## src/rtl/core/aeui_pkg.sv

```systemverilog
// Package with the item types and constants of the unwind interpreter.
package aeui_pkg;

    typedef enum logic [1:0] {
        FUNC_WRITE_REG = 2'd0,
        FUNC_BEGIN     = 2'd1,
        FUNC_TABLE     = 2'd2,
        FUNC_STACK     = 2'd3
    } t_func;

    typedef enum logic [1:0] {
        KIND_FETCH  = 2'd0,
        KIND_STACK  = 2'd1,
        KIND_FINISH = 2'd2,
        KIND_NONE   = 2'd3
    } t_kind;

    typedef struct packed {
        logic [1:0]  func;
        logic [3:0]  reg_index;
        logic [31:0] value;
    } t_in_item;

    typedef struct packed {
        logic [1:0]  kind;
        logic [31:0] address;
        logic [31:0] pc_out;
        logic [31:0] sp_out;
        logic [31:0] lr_out;
        logic [15:0] restore_mask;
        logic        more;
    } t_out_item;

    localparam logic [0:0] REG_STACK_BASE = 1'b0;
    localparam logic [0:0] REG_STACK_SIZE = 1'b1;

    localparam logic [31:0] HDR_SHORT    = 32'h8000_0000;
    localparam logic [31:0] HDR_LONG     = 32'h8100_0000;
    localparam logic [31:0] CANT_UNWIND  = 32'h0000_0001;
    localparam logic [31:0] LARGE_INC    = 32'h0000_0204;
    localparam logic [7:0]  OP_FINISH    = 8'hb0;
    localparam logic [7:0]  OP_POP_LOW   = 8'hb1;
    localparam logic [7:0]  OP_LARGE_INC = 8'hb2;

endpackage

```

## src/rtl/core/arm_eh_unwind_interpreter.sv

```systemverilog
// Top level of the single-frame ARM exception-table unwind interpreter.

// Each input item is handled by a small sequencer over one shared 32-bit adder and a stack
// bounds check. A register write is done at the edge that accepts it. A begin frame,
// table word or stack word item then passes a dispatch and a decode state for each opcode
// byte, a dispatch and an operand state for each operand byte, a bounds check and the
// request for each stack pop, a dispatch or decode state to issue a table word request,
// and dispatch, PC fix-up, result and a closing state to finish. The block is not ready
// while an item is in work or while its result waits in the output register. Requests for
// table words and stack words leave as result items.
module arm_eh_unwind_interpreter (
    input  logic                  i_clk,
    input  logic                  i_rst_n,
    input  logic                  i_valid,
    output logic                  o_ready,
    input  aeui_pkg::t_in_item    i_item,
    output logic                  o_valid,
    input  logic                  i_ready,
    output aeui_pkg::t_out_item   o_item,
    input  logic                  psel,
    input  logic                  penable,
    input  logic                  pwrite,
    input  logic [2:0]            paddr,
    input  logic [31:0]           pwdata,
    output logic [31:0]           prdata,
    output logic                  pready
);
    import aeui_pkg::*;

    typedef enum logic [3:0] {
        S_IDLE, S_RUN, S_DECODE, S_ARG, S_POPCHK, S_POPADDR, S_FINOK, S_FIN,
        S_OUT, S_WOPWORD, S_WARGWORD, S_WSTACK
    } t_state;

    t_state       r_state;
    logic [31:0]  r_base, r_size;
    logic [31:0]  r_rf [16];
    logic [31:0]  r_start_pc, r_word, r_wsp;
    logic [15:0]  r_mask;
    logic [1:0]   r_bpos;
    logic [8:0]   r_left;
    logic [7:0]   r_op, r_arg;
    logic [11:0]  r_bits;
    logic [3:0]   r_cursor;
    logic         r_need, r_keep, r_ok, r_argpend;
    t_out_item    r_out;
    logic         r_ovalid;

    logic [7:0]   w_byte;
    logic [31:0]  w_add_a, w_add_b, w_sum;
    logic [3:0]   w_first;
    logic [32:0]  w_hi, w_end;

    assign pready = 1'b1;
    assign prdata = paddr[2] ? r_size : r_base;
    assign o_ready = (r_state == S_IDLE || r_state == S_WOPWORD || r_state == S_WARGWORD
                      || r_state == S_WSTACK) && !r_ovalid;
    assign o_valid = r_ovalid;
    assign o_item = r_out;

    assign w_byte = r_word[{r_bpos, 3'b000} +: 8];
    assign w_sum = w_add_a + w_add_b;
    assign w_hi = {1'b0, r_base} + {1'b0, r_size};
    assign w_end = {1'b0, r_wsp} + 33'd4;

    always_comb begin
        w_first = 4'd0;
        for (int k = 11; k >= 0; k--) begin
            if (r_bits[k]) begin
                w_first = 4'(k);
            end
        end
    end

    // The shared adder: SP updates, pop addresses and large increments.
    always_comb begin
        w_add_a = r_rf[13];
        w_add_b = 32'd0;
        case (r_state)
            S_DECODE: begin
                if (w_byte[7:6] == 2'b00) begin
                    w_add_b = {24'd0, w_byte[5:0], 2'b00} + 32'd4;
                end else begin
                    w_add_b = ~({24'd0, w_byte[5:0], 2'b00} + 32'd4) + 32'd1;
                end
            end
            S_ARG: begin
                w_add_b = LARGE_INC + {22'd0, r_arg, 2'b00};
            end
            S_WSTACK: begin
                w_add_a = r_wsp;
                w_add_b = 32'd4;
            end
            default: begin
                w_add_b = 32'd0;
            end
        endcase
    end

    always_ff @(posedge i_clk) begin
        if (!i_rst_n) begin
            r_state <= S_IDLE;
            r_base <= '0;
            r_size <= '0;
            for (int k = 0; k < 16; k++) begin
                r_rf[k] <= '0;
            end
            r_start_pc <= '0;
            r_word <= '0;
            r_wsp <= '0;
            r_mask <= '0;
            r_bpos <= '0;
            r_left <= '0;
            r_op <= '0;
            r_arg <= '0;
            r_bits <= '0;
            r_cursor <= '0;
            r_need <= 1'b0;
            r_keep <= 1'b0;
            r_ok <= 1'b0;
            r_argpend <= 1'b0;
            r_ovalid <= 1'b0;
            r_out <= '0;
        end else begin
            if (psel && penable && pwrite) begin
                if (paddr[2] == REG_STACK_BASE) begin
                    r_base <= pwdata;
                end else begin
                    r_size <= pwdata;
                end
            end
            if (r_ovalid && i_ready) begin
                r_ovalid <= 1'b0;
            end
            if (i_valid && o_ready) begin
                case (t_func'(i_item.func))
                    FUNC_WRITE_REG: begin
                        r_rf[i_item.reg_index] <= i_item.value;
                    end
                    FUNC_BEGIN: begin
                        r_mask <= '0;
                        r_start_pc <= r_rf[15];
                        if (i_item.value == CANT_UNWIND) begin
                            r_ok <= 1'b0;
                            r_state <= S_FIN;
                        end else begin
                            r_rf[15] <= '0;
                            r_word <= i_item.value;
                            r_need <= 1'b0;
                            if ((i_item.value & 32'hff00_0000) == HDR_SHORT) begin
                                r_bpos <= 2'd2;
                                r_left <= 9'd1;
                                r_state <= S_RUN;
                            end else if ((i_item.value & 32'hff00_0000) == HDR_LONG) begin
                                r_bpos <= 2'd1;
                                r_left <= {1'b0, i_item.value[23:16]} + 9'd1;
                                r_state <= S_RUN;
                            end else begin
                                r_ok <= 1'b0;
                                r_state <= S_FIN;
                            end
                        end
                    end
                    FUNC_TABLE: begin
                        if (r_state == S_WOPWORD || r_state == S_WARGWORD) begin
                            r_word <= i_item.value;
                            r_need <= 1'b0;
                            r_argpend <= (r_state == S_WARGWORD);
                            r_state <= S_RUN;
                        end
                    end
                    FUNC_STACK: begin
                        if (r_state == S_WSTACK) begin
                            r_rf[r_cursor] <= i_item.value;
                            if (!(r_op[7:3] == 5'b10101 && r_cursor == 4'd14)) begin
                                r_mask[r_cursor] <= 1'b1;
                            end
                            if (r_cursor == 4'd13) begin
                                r_keep <= 1'b1;
                            end
                            r_bits[r_cursor - ((r_op == OP_POP_LOW) ? 4'd0 : 4'd4)] <= 1'b0;
                            r_wsp <= w_sum;
                            r_state <= S_POPCHK;
                        end
                    end
                    default: begin
                        r_state <= r_state;
                    end
                endcase
            end else begin
                case (r_state)
                    S_RUN: begin
                        if (r_argpend) begin
                            r_argpend <= 1'b0;
                            r_arg <= w_byte;
                            if (r_bpos == 2'd0) begin
                                r_bpos <= 2'd3;
                                r_need <= 1'b1;
                                if (r_left != 9'd0) r_left <= r_left - 9'd1;
                            end else begin
                                r_bpos <= r_bpos - 2'd1;
                            end
                            r_state <= S_ARG;
                        end else if (r_left == 9'd0) begin
                            r_state <= S_FINOK;
                        end else if (r_need) begin
                            r_out <= '{kind: KIND_FETCH, default: '0};
                            r_ovalid <= 1'b1;
                            r_state <= S_WOPWORD;
                        end else begin
                            r_state <= S_DECODE;
                        end
                    end
                    S_DECODE: begin
                        if (r_bpos == 2'd0) begin
                            r_bpos <= 2'd3;
                            r_need <= 1'b1;
                            if (r_left != 9'd0) r_left <= r_left - 9'd1;
                        end else begin
                            r_bpos <= r_bpos - 2'd1;
                        end
                        r_state <= S_RUN;
                        if (w_byte[7] == 1'b0) begin
                            r_rf[13] <= w_sum;
                        end else if (w_byte[7:4] == 4'h9 && w_byte[3:0] != 4'd13
                                     && w_byte[3:0] != 4'd15) begin
                            r_rf[13] <= r_rf[w_byte[3:0]];
                        end else if (w_byte[7:4] == 4'ha) begin
                            r_op <= w_byte;
                            r_bits <= {1'b0, w_byte[3], 10'd0}
                                      | ~(12'hfff << ({1'b0, w_byte[2:0]} + 4'd1));
                            r_keep <= 1'b0;
                            r_wsp <= r_rf[13];
                            r_state <= S_POPCHK;
                        end else if (w_byte == OP_FINISH) begin
                            r_left <= '0;
                        end else if (w_byte[7:4] == 4'h8 || w_byte == OP_POP_LOW
                                     || w_byte == OP_LARGE_INC) begin
                            r_op <= w_byte;
                            if (r_bpos == 2'd0) begin
                                r_argpend <= 1'b0;
                                r_out <= '{kind: KIND_FETCH, default: '0};
                                r_ovalid <= 1'b1;
                                r_state <= S_WARGWORD;
                            end else begin
                                r_argpend <= 1'b1;
                            end
                        end else begin
                            r_ok <= 1'b0;
                            r_state <= S_FIN;
                        end
                    end
                    S_ARG: begin
                        r_keep <= 1'b0;
                        r_wsp <= r_rf[13];
                        if (r_op[7:4] == 4'h8) begin
                            r_bits <= {r_op[3:0], r_arg};
                            if ({r_op[3:0], r_arg} == 12'd0) begin
                                r_ok <= 1'b0;
                                r_state <= S_FIN;
                            end else begin
                                r_state <= S_POPCHK;
                            end
                        end else if (r_op == OP_POP_LOW) begin
                            r_bits <= {4'd0, r_arg};
                            if (r_arg == 8'd0 || r_arg[7:4] != 4'd0) begin
                                r_ok <= 1'b0;
                                r_state <= S_FIN;
                            end else begin
                                r_state <= S_POPCHK;
                            end
                        end else begin
                            r_rf[13] <= w_sum;
                            r_state <= S_RUN;
                        end
                    end
                    S_POPCHK: begin
                        if (r_bits == 12'd0) begin
                            if (!r_keep) r_rf[13] <= r_wsp;
                            r_state <= S_RUN;
                        end else if (r_wsp < r_base || w_end > w_hi) begin
                            r_ok <= 1'b0;
                            r_state <= S_FIN;
                        end else begin
                            r_state <= S_POPADDR;
                        end
                    end
                    S_POPADDR: begin
                        r_cursor <= w_first + ((r_op == OP_POP_LOW) ? 4'd0 : 4'd4);
                        r_out <= '{kind: KIND_STACK, address: r_wsp, default: '0};
                        r_ovalid <= 1'b1;
                        r_state <= S_WSTACK;
                    end
                    S_FINOK: begin
                        if (r_rf[15] == 32'd0) begin
                            r_rf[15] <= r_rf[14];
                            if (r_start_pc != r_rf[14]) r_mask[15] <= 1'b1;
                        end
                        r_ok <= 1'b1;
                        r_state <= S_FIN;
                    end
                    S_FIN: begin
                        r_out <= '{kind: KIND_FINISH, address: 32'd0, pc_out: r_rf[15],
                                   sp_out: r_rf[13], lr_out: r_rf[14],
                                   restore_mask: r_mask, more: r_ok};
                        r_ovalid <= 1'b1;
                        r_state <= S_OUT;
                    end
                    S_OUT: begin
                        r_state <= S_IDLE;
                    end
                    default: begin
                        r_state <= r_state;
                    end
                endcase
            end
        end
    end
endmodule
```

## config.mk

```make
export PLATFORM = sky130hd
export DESIGN_NAME = arm_eh_unwind_interpreter
export DESIGN_NICKNAME = d
export VERILOG_FILES = /design/src/rtl/core/aeui_pkg.sv /design/src/rtl/core/arm_eh_unwind_interpreter.sv
export SDC_FILE = /design/constraint.sdc
export NUM_CORES = 2
export LEC_CHECK = 0
export ABC_AREA = 1
export CAP_MARGIN = 25
export CORE_MARGIN = 2
export CORE_UTILIZATION = 58
export DETAILED_ROUTE_END_ITERATION = 8
export DONT_BUFFER_PORTS = 1
export PLACE_DENSITY = 0.83
export SLEW_MARGIN = 20
export SYNTH_ARGS = -nofsm -noshare
export SYNTH_HDL_FRONTEND = slang
export SYNTH_SLANG_ARGS = --single-unit
```

## constraint.sdc

```tcl
create_clock -name i_clk -period 5.86 [get_ports i_clk]
set_input_delay 0.879 -clock i_clk [delete_from_list [all_inputs] [get_ports i_clk]]
set_output_delay 0.879 -clock i_clk [all_outputs]
set_load 0.01 [all_outputs]
```

==> flow_metrics.tcl <==
set metrics [dict create \
    route.vias.total 40900 \
    required_ns 6.24 \
    seqCellArea_um2 22900 \
    use_met1 0.498 \
    grt.busiest_layer "met2" \
    clkTransAtPathRegs_ns 0.07 \
    setup_viol 0 \
    cts_tree "yes" \
    status "finished, final reports clean" \
    syn_nets 5829 \
    htreeDepth 3 \
    die_h_um 284 \
    routed_wl_um 154000 \
    dr.pass1.iters 6 \
    cp_max_fo 16 \
    endpoint_kind "flip-flop" \
    multi_input_area_um2 19500 \
    viasPerCell 6.23 \
    antenna_found_initial 13 \
    maxCapViolations 0 \
    final_cell_area_um2 49200 \
    r2r_slack_ns 0.61 \
    first_global_vias 37700 \
    gp_congestion 0.985 \
    hold_viol_final 0 \
    first_iter_violations 6382 \
    die-area_um2 80600 \
    setup_tns_ns 0 \
    ant_nets 0 \
    fmax_mhz 191 \
    synth_edf_count 512 \
    cp_top_family "simple AND/OR/NAND/NOR gates" \
    finClkSkew_ns 0.0769 \
    async_flop_share 0 \
    layout-drive-gt1-share 0.0527 \
    cts_root_buffer "clkbuf_16" \
    rsz0062_at_grt "false" \
    grt.total_usage 0.371 \
    powerDensity_nw_per_um2 469 \
    slew_headroom 0.266 \
    cp.arrival_ns 5.63 \
    syn-cell-area_um2 45400 \
    synth_warnings 0 \
    numCtsBuffers 92 \
    p_leak_nw 19.4 \
    grt_overflow_total 0 \
    fin_nets 5667 \
    io_pins 262 \
    drc 0 \
    synth_cell_types 56 \
    crit_type "reg2reg" \
    initial_core_util 0.587 \
    dpl_cell_area_um2 45900 \
    dp.cells 6384 \
    cts_hold_buf 0 \
    slowest_delay_ns 0.43 \
    n_fill_cell 6474 \
    port_buffers 0 \
    syn2layout_area_growth_pct 8.37 \
    use_met3 0.103 \
    dpl.hpwl_um 102000 \
    rows 102 \
    finalCritPeriodShare 0.896 \
    worst_slew_pin_slew_ns 1.09 \
    detail_route.wl_per_cell_um 23.4 \
    ys_seq_elements 887 \
    fin_crit_ns 5.25 \
    fin_util 0.636 \
    grt_use_met2 0.551 \
    fp.dieW_um 284 \
    crit_buf_inv 3 \
    clk_latency_ns 0.71 \
    grt_start_max_net_pins 206 \
    postSynthAreaPerCell_um2 8.11 \
    grt_pass1_wl_um 229000 \
    ir_drop_mv 0.475 \
    start_kind "flip-flop" \
    hp-class "in2reg" \
    layout.cells.non_filler 6561 \
    cts_resized 0 \
    cp_slowest_cell "ha_1" \
    slew_viol_final 0 \
    synth_ff_type "edfxtp_1" \
    syn_inst 5602 \
    ys_seq_area_frac 0.504 \
    cts_buffer_depth 3 \
    clock_sinks 887 \
    core_um2 77500 \
    cts_setup_buffers 0 \
]
## worst paths after layout
path                            startpoint           end  depth (start not counted)
worst max-delay path             r_bpos[0]  r_rf[13][24]                         25
worst min-delay path            pwdata[19]    r_size[19]                          2
worst max register to register   r_bpos[0]  r_rf[13][24]                         25
worst min register to register     r_op[6]       r_op[6]                          2
## through the flow
stage | setup slack [ns] | hold WS [ns] | power [W]
finish | 0.612 | 0.373 | 0.0231
detailed placement | 0.837 | 0.435 | 0.0165
global placement | 0.891 | 0.431 | 0.0164
global route | 0.246 | 0.371 | 0.0240
floorplan | 1.40 | 0.424 | 0.0137
CTS | 0.794 | 0.352 | 0.0227
## cells in the mapped netlist (all sizes together), types with 5 or more instances
| master | instances | area (um^2) |
|---|---|---|
| o21bai | 12 | 90.1 |
| ha | 145 | 1810 |
| o211ai | 28 | 210 |
| nand3 | 201 | 1010 |
| o21a | 14 | 105 |
| xnor2 | 51 | 447 |
| nand2 | 1076 | 4050 |
| xor2 | 61 | 534 |
| edfxtp | 512 | 15400 |
| nor4 | 23 | 156 |
| o31ai | 9 | 67.6 |
| o221ai | 10 | 87.6 |
| dfxtp | 375 | 7510 |
| a31oi | 27 | 169 |
| a21oi | 558 | 2790 |
| o2111ai | 5 | 43.8 |
| a211oi | 9 | 67.6 |
| o32ai | 7 | 61.3 |
| or2 | 23 | 144 |
| and3 | 6 | 37.5 |
| a21o | 9 | 67.6 |
| nand3b | 8 | 60.1 |
| clkinv | 16 | 60.1 |
| nor2 | 931 | 3540 |
| o21ai | 550 | 2750 |
| nor3 | 55 | 280 |
| clkbuf | 195 | 733 |
| o22ai | 51 | 319 |
| nand4 | 59 | 369 |
| inv | 411 | 1540 |
| buf | 141 | 734 |
## sequential cells by signal, summed over array words and instances (netlist names)
register    count
r_rf          512
o_item        147
r_base         32
r_size         32
r_start_pc     32
r_word         32
r_wsp          32
r_mask         16
r_bits         12
r_left          9
r_arg           8
r_op            8
r_cursor        4
r_state         4
r_bpos          2
o_valid         1
r_argpend       1
r_keep          1
r_need          1
r_ok            1
## worst register-to-register path: cells and delay by family, from the launching register on
kind            cells  cell delay, ns
compound gates      5            0.86
fa+ha+maj           3            0.96
buf+inv             3            0.74
flops               1            0.31
simple gates       14            2.08
## placed cells by master (no fill, tap or decap), types with 21 or more instances in the layout
cell	instances
nor2_1	915
edfxtp_1	512
clkinv_1	34
inv_1	401
nor4_1	21
o22ai_1	51
nand3_1	200
dfxtp_1	375
clkbuf_16	97
ha_1	145
o21ai_0	536
xor2_1	61
a21oi_1	558
nor3_1	52
buf_4	77
nand4_1	59
o211ai_1	28
a31oi_1	27
xnor2_1	51
or2_2	23
nand2_1	1070
## report_power, final
| group | leakage (nW) | total (W) | internal [W] | switching, W |
|---|---|---|---|---|
| Clock | 1.59 | 0.00620 | 0.00353 | 0.00267 |
| Sequential | 8.33 | 0.00792 | 0.00719 | 0.000740 |
| Combinational | 9.51 | 0.00896 | 0.00244 | 0.00653 |
| Total | 19.4 | 0.0231 | 0.0132 | 0.00993 |
## cell families after synthesis
family	after synthesis	synth area share
adder cells (fa/ha/maj)	147	0.0408
other	1	0.0000825
multiplexers	1	0.000220
XOR/XNOR	112	0.0216
flip-flops	887	0.504
AO/OA/AOI/OAI	1306	0.154
buffers and inverters	763	0.0676
AND/OR/NAND/NOR	2385	0.213
## layout make-up
| type | instances | area share |
|---|---|---|
| Sequential cell | 887 | 0.465 |
| Multi-Input combinational cell | 3952 | 0.397 |
| Clock buffer | 111 | 0.0522 |
| Tap cell | 1040 | 0.0264 |
| Inverter | 427 | 0.0327 |
| Antenna cell | 2 | 0.000102 |
| Clock inverter | 62 | 0.0138 |
| Timing Repair Buffer | 80 | 0.0133 |
## per-layer routing
metal	part of all wire	vias to the layer above	routed length, um
met5	0.00070	-	108
met4	0.055	14	8530
met3	0.15	483	22400
met2	0.43	2896	65600
met1	0.37	18900	57100
li1	-	18500	-
No activity file was read; power rests on OpenSTA's default activity.
